[src/design/lz77_match_encoder_top_macros.svh]
// assertion macros for the lz77 match encoder
`ifndef LZ77_MATCH_ENCODER_TOP_MACROS_SVH
`define LZ77_MATCH_ENCODER_TOP_MACROS_SVH

`ifndef ASSERT_OFF
// checked only while out of reset
`define LZME_ASSERT(lbl, clk, rst_n, prop, msg) \
    lbl: assert property (@(posedge clk) disable iff (!rst_n) prop) else $error(msg);
// checked at every edge, reset included
`define LZME_ASSERT_ALWAYS(lbl, clk, prop, msg) \
    lbl: assert property (@(posedge clk) prop) else $error(msg);
`else
`define LZME_ASSERT(lbl, clk, rst_n, prop, msg)
`define LZME_ASSERT_ALWAYS(lbl, clk, prop, msg)
`endif

`endif

[src/design/lzme_pkg.sv]
// shared types and constants of the lz77 match encoder
package lzme_pkg;

    localparam int BYTE_W      = 8;
    localparam int DIST_W      = 4;
    localparam int LEN_W       = 3;
    localparam int IN_TDATA_W  = 8;
    localparam int OUT_TDATA_W = 16;

    typedef enum logic [2:0] {
        ST_IDLE,
        ST_LOAD,
        ST_MATCH,
        ST_SCAN,
        ST_SHIFT,
        ST_EMIT
    } t_state;

    // per-cycle command to every cell of the history row
    typedef struct packed {
        logic load;       // copy history into the compare lane, restart the count
        logic step;       // compare against the broadcast lookahead byte
        logic shift_len;  // move match counts one cell toward distance 1
        logic push;       // shift one consumed byte into the history
        logic clear;      // drop the whole history at end of stream
    } t_cell_ctrl;

endpackage

[src/design/lzme_cell.sv]
// one history cell: holds the byte at one distance and counts its match run
module lzme_cell
    import lzme_pkg::*;
#(
    parameter int LOOKAHEAD_SIZE = 8,
    parameter int IDX            = 0
) (
    input  logic                              i_clk,
    input  logic                              i_rst_n,
    input  t_cell_ctrl                        i_ctrl,
    input  logic [$clog2(LOOKAHEAD_SIZE)-1:0] i_k,
    input  logic [BYTE_W-1:0]                 i_look_byte,
    input  logic [BYTE_W-1:0]                 i_hist_byte,
    input  logic                              i_hval,
    input  logic [BYTE_W-1:0]                 i_cmp_byte,
    input  logic [$clog2(LOOKAHEAD_SIZE)-1:0] i_len,
    output logic [BYTE_W-1:0]                 o_hist_byte,
    output logic                              o_hval,
    output logic [BYTE_W-1:0]                 o_cmp_byte,
    output logic [$clog2(LOOKAHEAD_SIZE)-1:0] o_len
);

    localparam int LW = $clog2(LOOKAHEAD_SIZE);

    logic [BYTE_W-1:0] r_hist;
    logic              r_hval;
    logic [BYTE_W-1:0] r_cmp;
    logic              r_alive;
    logic [LW-1:0]     r_len;
    logic              w_hit;

    // a match at distance IDX+1 may not run past the newest history byte
    assign w_hit = r_alive && (32'(i_k) <= 32'(IDX)) && (r_cmp == i_look_byte);

    always_ff @(posedge i_clk) begin
        if (!i_rst_n) begin
            r_hval  <= 1'b0;
            r_alive <= 1'b0;
        end else begin
            if (i_ctrl.clear) begin
                r_hval <= 1'b0;
            end else if (i_ctrl.push) begin
                r_hval <= i_hval;
            end
            if (i_ctrl.load) begin
                r_alive <= r_hval;
            end else if (i_ctrl.step) begin
                r_alive <= w_hit;
            end
        end
    end

    always_ff @(posedge i_clk) begin
        if (i_ctrl.push) begin
            r_hist <= i_hist_byte;
        end
        if (i_ctrl.load) begin
            r_cmp <= r_hist;
            r_len <= '0;
        end else if (i_ctrl.step) begin
            r_cmp <= i_cmp_byte;
            if (w_hit) begin
                r_len <= r_len + LW'(1);
            end
        end else if (i_ctrl.shift_len) begin
            r_len <= i_len;
        end
    end

    assign o_hist_byte = r_hist;
    assign o_hval      = r_hval;
    assign o_cmp_byte  = r_cmp;
    assign o_len       = r_len;

endmodule

[src/design/lz77_match_encoder_top.sv]
// greedy lz77 encoder: lookahead buffer, sequencer and a row of history cells
//
//  channel  dir  fields (lowest bit up)
//  s_axis   in   tdata: data_byte[7:0]; tlast: end_of_stream
//  m_axis   out  tdata: distance[3:0], match_length[6:4], next_byte[14:7], 0 pad;
//                tuser: stream_done; tlast: last_of_run
//
// a byte that causes no token is only written into the lookahead buffer. a token
// is built in the states load, match, scan, shift and emit: the lookahead
// bytes are broadcast one a cycle to all cells, then the match counts walk
// down the cell row to the best-match tracker. no input is taken while a
// token is being built. reset empties both buffers; a waiting output item
// stalls the sequencer only at the point where a finished token is registered.
`include "lz77_match_encoder_top_macros.svh"

module lz77_match_encoder_top
    import lzme_pkg::*;
#(
    parameter int SEARCH_SIZE    = 8,
    parameter int LOOKAHEAD_SIZE = 8
) (
    input  logic                   i_clk,
    input  logic                   i_rst_n,
    input  logic                   s_axis_tvalid,
    output logic                   s_axis_tready,
    input  logic [IN_TDATA_W-1:0]  s_axis_tdata,   // data_byte[7:0]
    input  logic                   s_axis_tlast,
    output logic                   m_axis_tvalid,
    input  logic                   m_axis_tready,
    output logic [OUT_TDATA_W-1:0] m_axis_tdata,   // distance, match_length, next_byte, pad
    output logic                   m_axis_tuser,   // stream_done
    output logic                   m_axis_tlast
);

    localparam int KW   = $clog2(LOOKAHEAD_SIZE);
    localparam int LW   = $clog2(LOOKAHEAD_SIZE);
    localparam int FW   = $clog2(LOOKAHEAD_SIZE + 1);
    localparam int DC_W = $clog2(SEARCH_SIZE + 1);

    t_state            r_state, n_state;
    logic [BYTE_W-1:0] r_look [LOOKAHEAD_SIZE];
    logic [FW-1:0]     r_fill;
    logic              r_eos;
    logic [KW-1:0]     r_k;
    logic [KW-1:0]     r_lim;
    logic [DC_W-1:0]   r_d;
    logic [LW-1:0]     r_best_len;
    logic [DC_W-1:0]   r_best_dist;
    logic [LW-1:0]     r_rem;

    logic              r_ovalid;
    logic [DIST_W-1:0] r_odist;
    logic [LEN_W-1:0]  r_olen;
    logic [BYTE_W-1:0] r_obyte;
    logic              r_odone;
    logic              r_olast;

    t_cell_ctrl        w_ctrl;
    logic              w_in_acc;
    logic              w_emit_go;
    logic              w_final;
    logic [BYTE_W-1:0] w_bcast;

    logic [BYTE_W-1:0] w_hist_in  [SEARCH_SIZE];
    logic [BYTE_W-1:0] w_hist_out [SEARCH_SIZE];
    logic              w_hval_in  [SEARCH_SIZE];
    logic              w_hval_out [SEARCH_SIZE];
    logic [BYTE_W-1:0] w_cmp_in   [SEARCH_SIZE];
    logic [BYTE_W-1:0] w_cmp_out  [SEARCH_SIZE];
    logic [LW-1:0]     w_len_in   [SEARCH_SIZE];
    logic [LW-1:0]     w_len_out  [SEARCH_SIZE];

    assign w_in_acc  = s_axis_tvalid && s_axis_tready;
    assign w_final   = r_eos && (r_fill == FW'(1));
    assign w_bcast   = r_look[r_k];

    // ---------------- history cell row ----------------
    for (genvar i = 0; i < SEARCH_SIZE; i++) begin : g_cell
        if (i == 0) begin : g_head
            assign w_hist_in[i] = r_look[0];
            assign w_hval_in[i] = 1'b1;
            assign w_cmp_in[i]  = '0;
        end else begin : g_body
            assign w_hist_in[i] = w_hist_out[i-1];
            assign w_hval_in[i] = w_hval_out[i-1];
            assign w_cmp_in[i]  = w_cmp_out[i-1];
        end
        if (i == SEARCH_SIZE - 1) begin : g_tail
            assign w_len_in[i] = '0;
        end else begin : g_next
            assign w_len_in[i] = w_len_out[i+1];
        end

        lzme_cell #(
            .LOOKAHEAD_SIZE (LOOKAHEAD_SIZE),
            .IDX            (i)
        ) u_cell (
            .i_clk       (i_clk),
            .i_rst_n     (i_rst_n),
            .i_ctrl      (w_ctrl),
            .i_k         (r_k),
            .i_look_byte (w_bcast),
            .i_hist_byte (w_hist_in[i]),
            .i_hval      (w_hval_in[i]),
            .i_cmp_byte  (w_cmp_in[i]),
            .i_len       (w_len_in[i]),
            .o_hist_byte (w_hist_out[i]),
            .o_hval      (w_hval_out[i]),
            .o_cmp_byte  (w_cmp_out[i]),
            .o_len       (w_len_out[i])
        );
    end

    // ---------------- sequencer ----------------
    always_comb begin
        n_state = r_state;
        case (r_state)
            ST_IDLE: begin
                if (w_in_acc && (s_axis_tlast || (r_fill + FW'(1) == FW'(LOOKAHEAD_SIZE)))) begin
                    n_state = ST_LOAD;
                end
            end
            ST_LOAD: begin
                n_state = (r_fill == FW'(1)) ? ST_SCAN : ST_MATCH;
            end
            ST_MATCH: begin
                if (r_k == r_lim - KW'(1)) begin
                    n_state = ST_SCAN;
                end
            end
            ST_SCAN: begin
                if (r_d == DC_W'(SEARCH_SIZE)) begin
                    n_state = ST_SHIFT;
                end
            end
            ST_SHIFT: begin
                if (r_rem == '0) begin
                    n_state = ST_EMIT;
                end
            end
            ST_EMIT: begin
                if (w_emit_go) begin
                    n_state = (r_eos && !w_final) ? ST_LOAD : ST_IDLE;
                end
            end
            default: n_state = ST_IDLE;
        endcase
    end

    always_comb begin
        w_ctrl        = '0;
        s_axis_tready = 1'b0;
        w_emit_go     = 1'b0;
        case (r_state)
            ST_IDLE:  s_axis_tready    = 1'b1;
            ST_LOAD:  w_ctrl.load      = 1'b1;
            ST_MATCH: w_ctrl.step      = 1'b1;
            ST_SCAN:  w_ctrl.shift_len = 1'b1;
            ST_SHIFT: w_ctrl.push      = (r_rem != '0);
            ST_EMIT: begin
                w_emit_go    = !r_ovalid || m_axis_tready;
                w_ctrl.push  = w_emit_go;
                w_ctrl.clear = w_emit_go && w_final;
            end
            default: w_ctrl = '0;
        endcase
    end

    always_ff @(posedge i_clk) begin
        if (!i_rst_n) begin
            r_state  <= ST_IDLE;
            r_fill   <= '0;
            r_eos    <= 1'b0;
            r_k      <= '0;
            r_d      <= '0;
            r_ovalid <= 1'b0;
        end else begin
            r_state <= n_state;
            if (w_in_acc) begin
                r_fill <= r_fill + FW'(1);
                r_eos  <= s_axis_tlast;
            end else if (w_ctrl.push) begin
                r_fill <= r_fill - FW'(1);
            end
            if (w_ctrl.load) begin
                r_k <= '0;
                r_d <= DC_W'(1);
            end else if (w_ctrl.step) begin
                r_k <= r_k + KW'(1);
            end else if (w_ctrl.shift_len) begin
                r_d <= r_d + DC_W'(1);
            end
            if (w_emit_go) begin
                r_ovalid <= 1'b1;
            end else if (m_axis_tready) begin
                r_ovalid <= 1'b0;
            end
        end
    end

    // lookahead buffer, best-match tracker and output payload
    always_ff @(posedge i_clk) begin
        if (w_in_acc) begin
            r_look[r_fill[KW-1:0]] <= s_axis_tdata[BYTE_W-1:0];
        end else if (w_ctrl.push) begin
            for (int j = 0; j < LOOKAHEAD_SIZE - 1; j++) begin
                r_look[j] <= r_look[j+1];
            end
        end
        if (w_ctrl.load) begin
            r_lim       <= KW'(r_fill - FW'(1));
            r_best_len  <= '0;
            r_best_dist <= '0;
        end else if (w_ctrl.shift_len) begin
            // strict compare keeps the nearest distance on a tie
            if (w_len_out[0] > r_best_len) begin
                r_best_len  <= w_len_out[0];
                r_best_dist <= r_d;
            end
        end
        if (r_state == ST_SCAN && n_state == ST_SHIFT) begin
            r_rem <= (w_len_out[0] > r_best_len) ? w_len_out[0] : r_best_len;
        end else if (r_state == ST_SHIFT && r_rem != '0) begin
            r_rem <= r_rem - LW'(1);
        end
        if (w_emit_go) begin
            r_odist <= DIST_W'(r_best_dist);
            r_olen  <= LEN_W'(r_best_len);
            r_obyte <= r_look[0];
            r_odone <= w_final;
            r_olast <= !r_eos || w_final;
        end
    end

    assign m_axis_tvalid = r_ovalid;
    assign m_axis_tdata  = {1'b0, r_obyte, r_olen, r_odist};
    assign m_axis_tuser  = r_odone;
    assign m_axis_tlast  = r_olast;

    // ---------------- checks ----------------
    `LZME_ASSERT(a_room_on_accept, i_clk, i_rst_n, s_axis_tready |-> (r_fill < FW'(LOOKAHEAD_SIZE)), "lookahead full while taking input")
    `LZME_ASSERT(a_done_is_last, i_clk, i_rst_n, (m_axis_tvalid && m_axis_tuser) |-> m_axis_tlast, "stream end token not last of run")
    `LZME_ASSERT(a_flush_empties, i_clk, i_rst_n, (w_emit_go && w_final) |=> ((r_fill == '0) && (r_state == ST_IDLE)), "flush left lookahead bytes")
    `LZME_ASSERT_ALWAYS(a_reset_quiet, i_clk, !i_rst_n |=> !m_axis_tvalid, "output valid after reset")

endmodule

[config.mk]
export PLATFORM = sky130hd
export DESIGN_NAME = lz77_match_encoder_top
export DESIGN_NICKNAME = d
export VERILOG_FILES = /design/src/design/lzme_pkg.sv /design/src/design/lzme_cell.sv /design/src/design/lz77_match_encoder_top.sv
export VERILOG_INCLUDE_DIRS = /design/src /design/src/design
export SDC_FILE = /design/constraint.sdc
export NUM_CORES = 1
export LEC_CHECK = 0
export ABC_AREA = 0
export BUFFER_PORTS_ARGS = -buffer_cell sky130_fd_sc_hd__buf_2
export CAP_MARGIN = 20
export CORE_UTILIZATION = 40
export DETAILED_ROUTE_END_ITERATION = 6
export SYNTH_ARGS = -nofsm -noshare
export SYNTH_HDL_FRONTEND = slang
export SYNTH_SLANG_ARGS = --single-unit
[constraint.sdc]
create_clock -name i_clk -period 3.45 [get_ports i_clk]
set_input_delay 0.5175 -clock i_clk [delete_from_list [all_inputs] [get_ports i_clk]]
set_output_delay 0.5175 -clock i_clk [all_outputs]
set_load 0.02 [all_outputs]
==> impl_metrics.toml, run 1 <==
[grt]
grt_pass1_vias = 8215
antenna_found_initial = 0
overflow = 0
grt_first_pass_wirelength_um = 46400
grt_start_max_net_pins = 90
grt_usage = 0.1787

[placed_design]
io_buffers = 31
hpwl_um = 19750
placedInstanceArea_sq_um = 13650
pre_cts_ws_ps = 237.1
globalplace.congestion = 0.8162

[logic_synthesis]
ys_warn_count = 0
synth_area_leaders = "edfxtp_1 (50%), dfxtp_1 (10%), nand2_1 (10%)"
postSynthAreaPerCell_sq_um = 11.13
ys_seq_area_frac = 0.6034
ys_types = 67
netlist_instances = 1158
synth_common_cells = "nand2_1 (348), edfxtp_1 (215), dfxtp_1 (66)"
synth_largest_area_cell = "edfxtp_1"
async_flop_share = 0
ys.flop_type = "edfxtp_1"
synth_top_area_share = 0.5009
netlist_area_sq_um = 12890
ys_seq_elements = 281
synth.net_count = 1195
synth-edff-count = 215
synth.most_common_cell = "nand2_1"

[floorplan]
num_io_pins = 33
die_w_um = 181.5
start_util = 0.4074
num_rows = 65
core_sq_um = 31640
die_area_sq_um = 32950
die_h_um = 181.5

[timing]
period_minus_slack_ps = 3131
fin_setup_tns_ps = 0
maxSlewHeadroom = 0.4881
setup_viol = 0
tightest_slew_ps = 765.0
maxSlewViolCount = 0
timing_hold_violations_final = 0
fmax_ghz = 0.3194
layout_setup_ws_ps = 319.3
period_share = 0.9074
rsz0062_at_grt = "no"
clock_skew_ps = 19.84

[cells_and_area]
num_antenna_cells = 0
utilization = 0.4622
syn_to_final_growth_pct = 13.43
nets = 1240
design_area_sq_um = 14620
layout-drive-gt1-share = 0.1248

[critical_path]
crit_arrival_ps = 3620
crit_type = "reg2reg"
ff2ff_setup_slack_ps = 320
setup.worst_path.start_class = "flop"
path_max_fanout = 9
end_kind = "flop"
required_ps = 3940

[route]
drc = 0
viasPerCell = 5.280
wl_per_cell_um = 17.91
routed_wl_um = 29160
ant_nets = 0
num_vias = 8596
dr.pass1.iters = 5
first_iter_violations = 569

[clocking]
clock_latency_ps = 570
cts_tree = "done"
clock_sinks = 281
cts_hold_buffers = 0
clkTransAtPathRegs_ps = 60
clockBufferDepth = 3
root_buffer = "clkbuf_16"
cts_setup_buffers = 0
cts_resized = 0
htree_levels = 1
cts_buffers = 30

[job]
max_cap_violations = 0

[pwr]
p_leak_nw = 5.456
vdd_drop_max_uv = 448.0
powerDensity_nw_per_um2 = 539.7
power_mw = 7.891

[outcome]
status = "finished, final reports clean"

[hold_path]
worstHoldPathType = "in2reg"
-- routing by layer --
layer | part of all wire | vias up | wire length, um | global-route usage
li1 | - | 4193 | - | -
met2 | 0.48 | 195 | 13930 | 0.2977
met1 | 0.46 | 4159 | 13290 | 0.2471
met4 | 0.021 | 0 | 622 | 0.04712
met5 | 0 | - | 0 | 0
met3 | 0.045 | 49 | 1318 | 0.02086
-- where the power goes --
| group | total, mW | leakage, nW | switching (mW) | internal (mW) |
|---|---|---|---|---|
| logic | 0.803 | 2.50 | 0.485 | 0.318 |
| registers | 3.94 | 2.48 | 0.131 | 3.81 |
| clock network | 3.15 | 0.473 | 1.32 | 1.83 |
-- kinds of logic after synthesis --
group                      count (synthesis)  share of synthesized area
buffers and inverters                     76                    0.02446
DFF                                      281                     0.6034
other                                      1                  0.0002909
adders and majority gates                 24                    0.02330
and+or+nand+nor                          519                     0.1786
muxes                                     60                    0.06009
xor gates and xnor gates                  47                    0.03310
AOI/OAI and AO/OA                        150                    0.07678
-- stage by stage --
step,hold WS (ps),std cells
2_1_floorplan,407.6,1158
3_3_place_gp,419.4,1573
3_5_place_dp,417.6,1573
4_1_cts,237.6,1628
5_1_grt,273.4,1628
6_report,259.6,1628
-- worst max-delay path, cell delays in order, from the launching register on --
cell and delay [ps]:
dfxtp_1 570, mux4_2 590, mux2i_4 360, buf_4 210, xor2_1 140, nand3_1 100
nor4_2 600, mux2_2 400, nor2_1 70
-- flip-flops by register name (all words and copies together), names as in the netlist, 4 cells and up, named ones only --
signal	cells
r_odist	4
g_cell.u_cell.o_len	24
g_cell.u_cell.o_cmp_byte	64
r_best_dist	4
g_cell.u_cell.r_alive	8
r_look	64
g_cell.u_cell.o_hval	8
r_fill	4
g_cell.u_cell.o_hist_byte	64
r_d	4
r_obyte	8
-- worst paths after layout --
kind	from	to	cells after the start
max	flop	g_cell[7].u_cell.o_len[0]	8
min	s_axis_tlast	r_eos	3
max reg2reg	flop	g_cell[7].u_cell.o_len[0]	8
min reg2reg	r_best_dist[2]	r_odist[2]	0
-- cell type report --
class,instances,area [sq um]
clock inverter,15,136.4
tap,402,503.0
fill,2861,17020
inverter,22,85.08
clock buffer,40,829.5
timing repair buffer,67,475.5
sequential,281,7777
multi-input combinational,801,4815
-- cells in the final DEF (no fill, tap or decap), drive strengths merged, types with 4 or more instances in the layout --
cell type  count
a21boi         6
clkbuf        40
o21a           4
a22o           7
a221oi         4
nor2          51
and3b          4
clkinv        13
nand4          5
nor2b         12
o211ai         6
mux2i         39
ha            24
a31oi          5
dfxtp         66
and3          18
o21ai         28
nand3         13
a21oi         43
inv           22
xnor2          8
nand4b         4
and2          14
mux2          13
a211oi         5
edfxtp       215
nor4          10
or2            4
or3           14
o22ai          5
buf           67
nand2        348
nor3           7
xor2          39
a22oi          9
mux4           8
o2111ai        8
nand2b         7
Power figures use the tool's default switching activity.
==> run 2: changes to the inputs <==
--- a/config.mk
+++ b/config.mk
@@ -6,9 +6,8 @@
 export SDC_FILE = /design/constraint.sdc
 export NUM_CORES = 1
 export LEC_CHECK = 0
-export ABC_AREA = 0
+export ABC_AREA = 1
 export BUFFER_PORTS_ARGS = -buffer_cell sky130_fd_sc_hd__buf_2
-export CAP_MARGIN = 20
 export CORE_UTILIZATION = 40
 export DETAILED_ROUTE_END_ITERATION = 6
 export SYNTH_ARGS = -nofsm -noshare
==> run 2 against run 1 <==
Net effect:
- count of clock-buffer cells in the layout is 5 lower
- non-clock buffer count is 14 lower
- fmax is 31% higher
- first-iteration DRC count is 53% higher
- hold slack better by 22 ps
- highest routed layer unchanged
- area after synthesis is 6.4% higher
- critical path depth is 3 higher
- clock skew is 5.9 ps lower
- sequential power is 1% higher
- die area is 6.3% higher
==> impl_metrics.toml, run 2 <==
[logic_synthesis]
synth_top_family_by_area = "simple AND/OR/NAND/NOR gates"
netlist_instances = 1481
ys_seq_elements = 281
synth_adder_area_share = 0.02190
synth.net_count = 1518
ys.flop_type = "edfxtp_1"
synth.most_common_cell = "nand2_1"
synth_compound_area_frac = 0.08479
synth_area_leaders = "edfxtp_1 (47%), dfxtp_1 (9.6%), nand2_1 (9.6%)"
async_flop_share = 0
synth_largest_area_cell = "edfxtp_1"
netlist_area_sq_um = 13710
synth_common_cells = "nand2_1 (351), edfxtp_1 (215), inv_1 (201)"
synthSimpleGateAreaFrac = 0.2312
synthXorXnorAreaFrac = 0.01524
ys_types = 44
ys_seq_area_frac = 0.5673
muxShareOfSynthArea = 0.0007301
postSynthAreaPerCell_sq_um = 9.257
synth_top_area_share = 0.4709
synth-edff-count = 215
ys_warn_count = 0

[critical_path]
end_kind = "flop"
setup.worst_path.start_class = "flop"
crit_arrival_ps = 2830
crit_type = "reg2reg"
path_max_fanout = 15
required_ps = 3890

[route]
drc = 0
viasPerCell = 5.026
wl_per_cell_um = 15.59
routed_wl_um = 31020
first_iter_violations = 872
dr.pass1.iters = 5
ant_nets = 0
num_vias = 9996

[cells_and_area]
layout-drive-gt1-share = 0.1155
utilization = 0.4566
final_common_cell = "nand2_1"
mostFrequentLayoutCells = "nand2_1 (350), edfxtp_1 (215), inv_1 (200)"
syn_to_final_growth_pct = 11.96
nets = 1554
fillers = 3166
design_area_sq_um = 15350
num_antenna_cells = 0

[floorplan]
core_sq_um = 33620
die_h_um = 187.1
die_w_um = 187.1
num_io_pins = 33
start_util = 0.4078
die_area_sq_um = 35020
num_rows = 67

[timing]
maxSlewHeadroom = 0.3189
period_share = 0.6943
fin_setup_tns_ps = 0
timing_hold_violations_final = 0
whs_ps = 281.5
rsz0062_at_grt = "no"
period_minus_slack_ps = 2395
fmax_ghz = 0.4175
maxSlewViolCount = 0
clock_skew_ps = 13.94
tightest_slew_ps = 1022
setup_viol = 0

[hold_path]
worstHoldPathType = "in2reg"

[pwr]
powerDensity_nw_per_um2 = 560.8
vdd_drop_max_uv = 353.0
power_mw = 8.607
p_leak_nw = 6.273

[grt]
grt_start_max_net_pins = 119
grt_usage = 0.1775
grt_pass1_vias = 9611
antenna_found_initial = 0
overflow = 0
grt_first_pass_wirelength_um = 50040

[outcome]
status = "finished, final reports clean"

[clocking]
cts_setup_buffers = 0
clock_latency_ps = 560
cts_hold_buffers = 0
clock_sinks = 281
htree_levels = 1
cts_buffers = 31
cts_resized = 0
root_buffer = "clkbuf_16"
cts_tree = "done"
clkTransAtPathRegs_ps = 60
clockBufferDepth = 3

[placed_design]
io_buffers = 31
globalplace.congestion = 0.8476
hpwl_um = 21720
placedInstanceArea_sq_um = 14350

[job]
max_cap_violations = 0
==> run 2: changes by cell type after synthesis, sizes merged, moves of 16 or more <==
| cell | previous run | this run |
|---|---|---|
| and3 | 18 | 0 |
| clkbuf | 42 | 26 |
| inv | 20 | 209 |
| mux2i | 39 | 1 |
| nand3 | 13 | 149 |
| nor2 | 51 | 134 |
| o21ai | 28 | 159 |
| xor2 | 39 | 12 |
==> run 2: layout make-up <==
class / instances / area [sq um] / area share
Clock buffer: 35 / 800.8 / 0.05217
Clock inverter: 22 / 202.7 / 0.01321
Inverter: 209 / 794.5 / 0.05176
Multi-Input combinational cell: 941 / 4867 / 0.3171
Sequential cell: 281 / 7777 / 0.5067
Tap cell: 448 / 560.5 / 0.03652
Timing Repair Buffer: 53 / 345.3 / 0.02250
==> run 2: kinds of logic (layout without fill, tap and decap cells) <==
| group | count (synthesis) | count (layout) |
|---|---|---|
| muxes | 1 | 1 |
| AOI/OAI and AO/OA | 221 | 221 |
| and+or+nand+nor | 671 | 671 |
| buffers and inverters | 259 | 319 |
| xor gates and xnor gates | 23 | 23 |
| adders and majority gates | 24 | 24 |
| DFF | 281 | 281 |
| other | 1 | 1 |
==> run 2: final timing paths <==
path / slack, ps / startpoint / to / cells past startpoint
setup / recovery: 1050 / flop / g_cell[2].u_cell.o_len[1] / 11
hold / removal: 280 / s_axis_tlast / r_eos / 3
setup reg to reg: 1050 / flop / g_cell[2].u_cell.o_len[1] / 11
hold reg to reg: 430 / r_best_dist[0] / r_odist[0] / 0
==> run 2: worst max-delay path, stage by stage (launching register included) <==
cell and delay, ps:
dfxtp_1 750, inv_6 190, nand3_1 160, nand3_2 240
nand2_4 250, nor2_1 70, nor3_2 190, nand3_2 120
nand2_2 130, nand2_1 70, nand2_1 50, nor2_1 50
==> run 2: power breakdown <==
part	leakage (nW)	total (mW)	switching, mW	internal [mW]
Clock	0.499	3.26	1.31	1.95
Sequential	2.50	3.99	0.124	3.86
Combinational	3.28	1.36	0.930	0.428
Total	6.27	8.61	2.37	6.24
==> run 2: through the flow <==
step | setup WS [ps] | cells
detailed placement | 1042 | 1932
global placement | 1080 | 1932
floorplan | 108.6 | 1481
global route | 830.0 | 1989
finish | 1055 | 1989
CTS | 1038 | 1989
==> run 2: metal layers <==
metal	wire length [um]	GRT usage
met5	0	0
met4	563	0.04351
met3	1596	0.02289
met2	14460	0.2967
met1	14390	0.2439
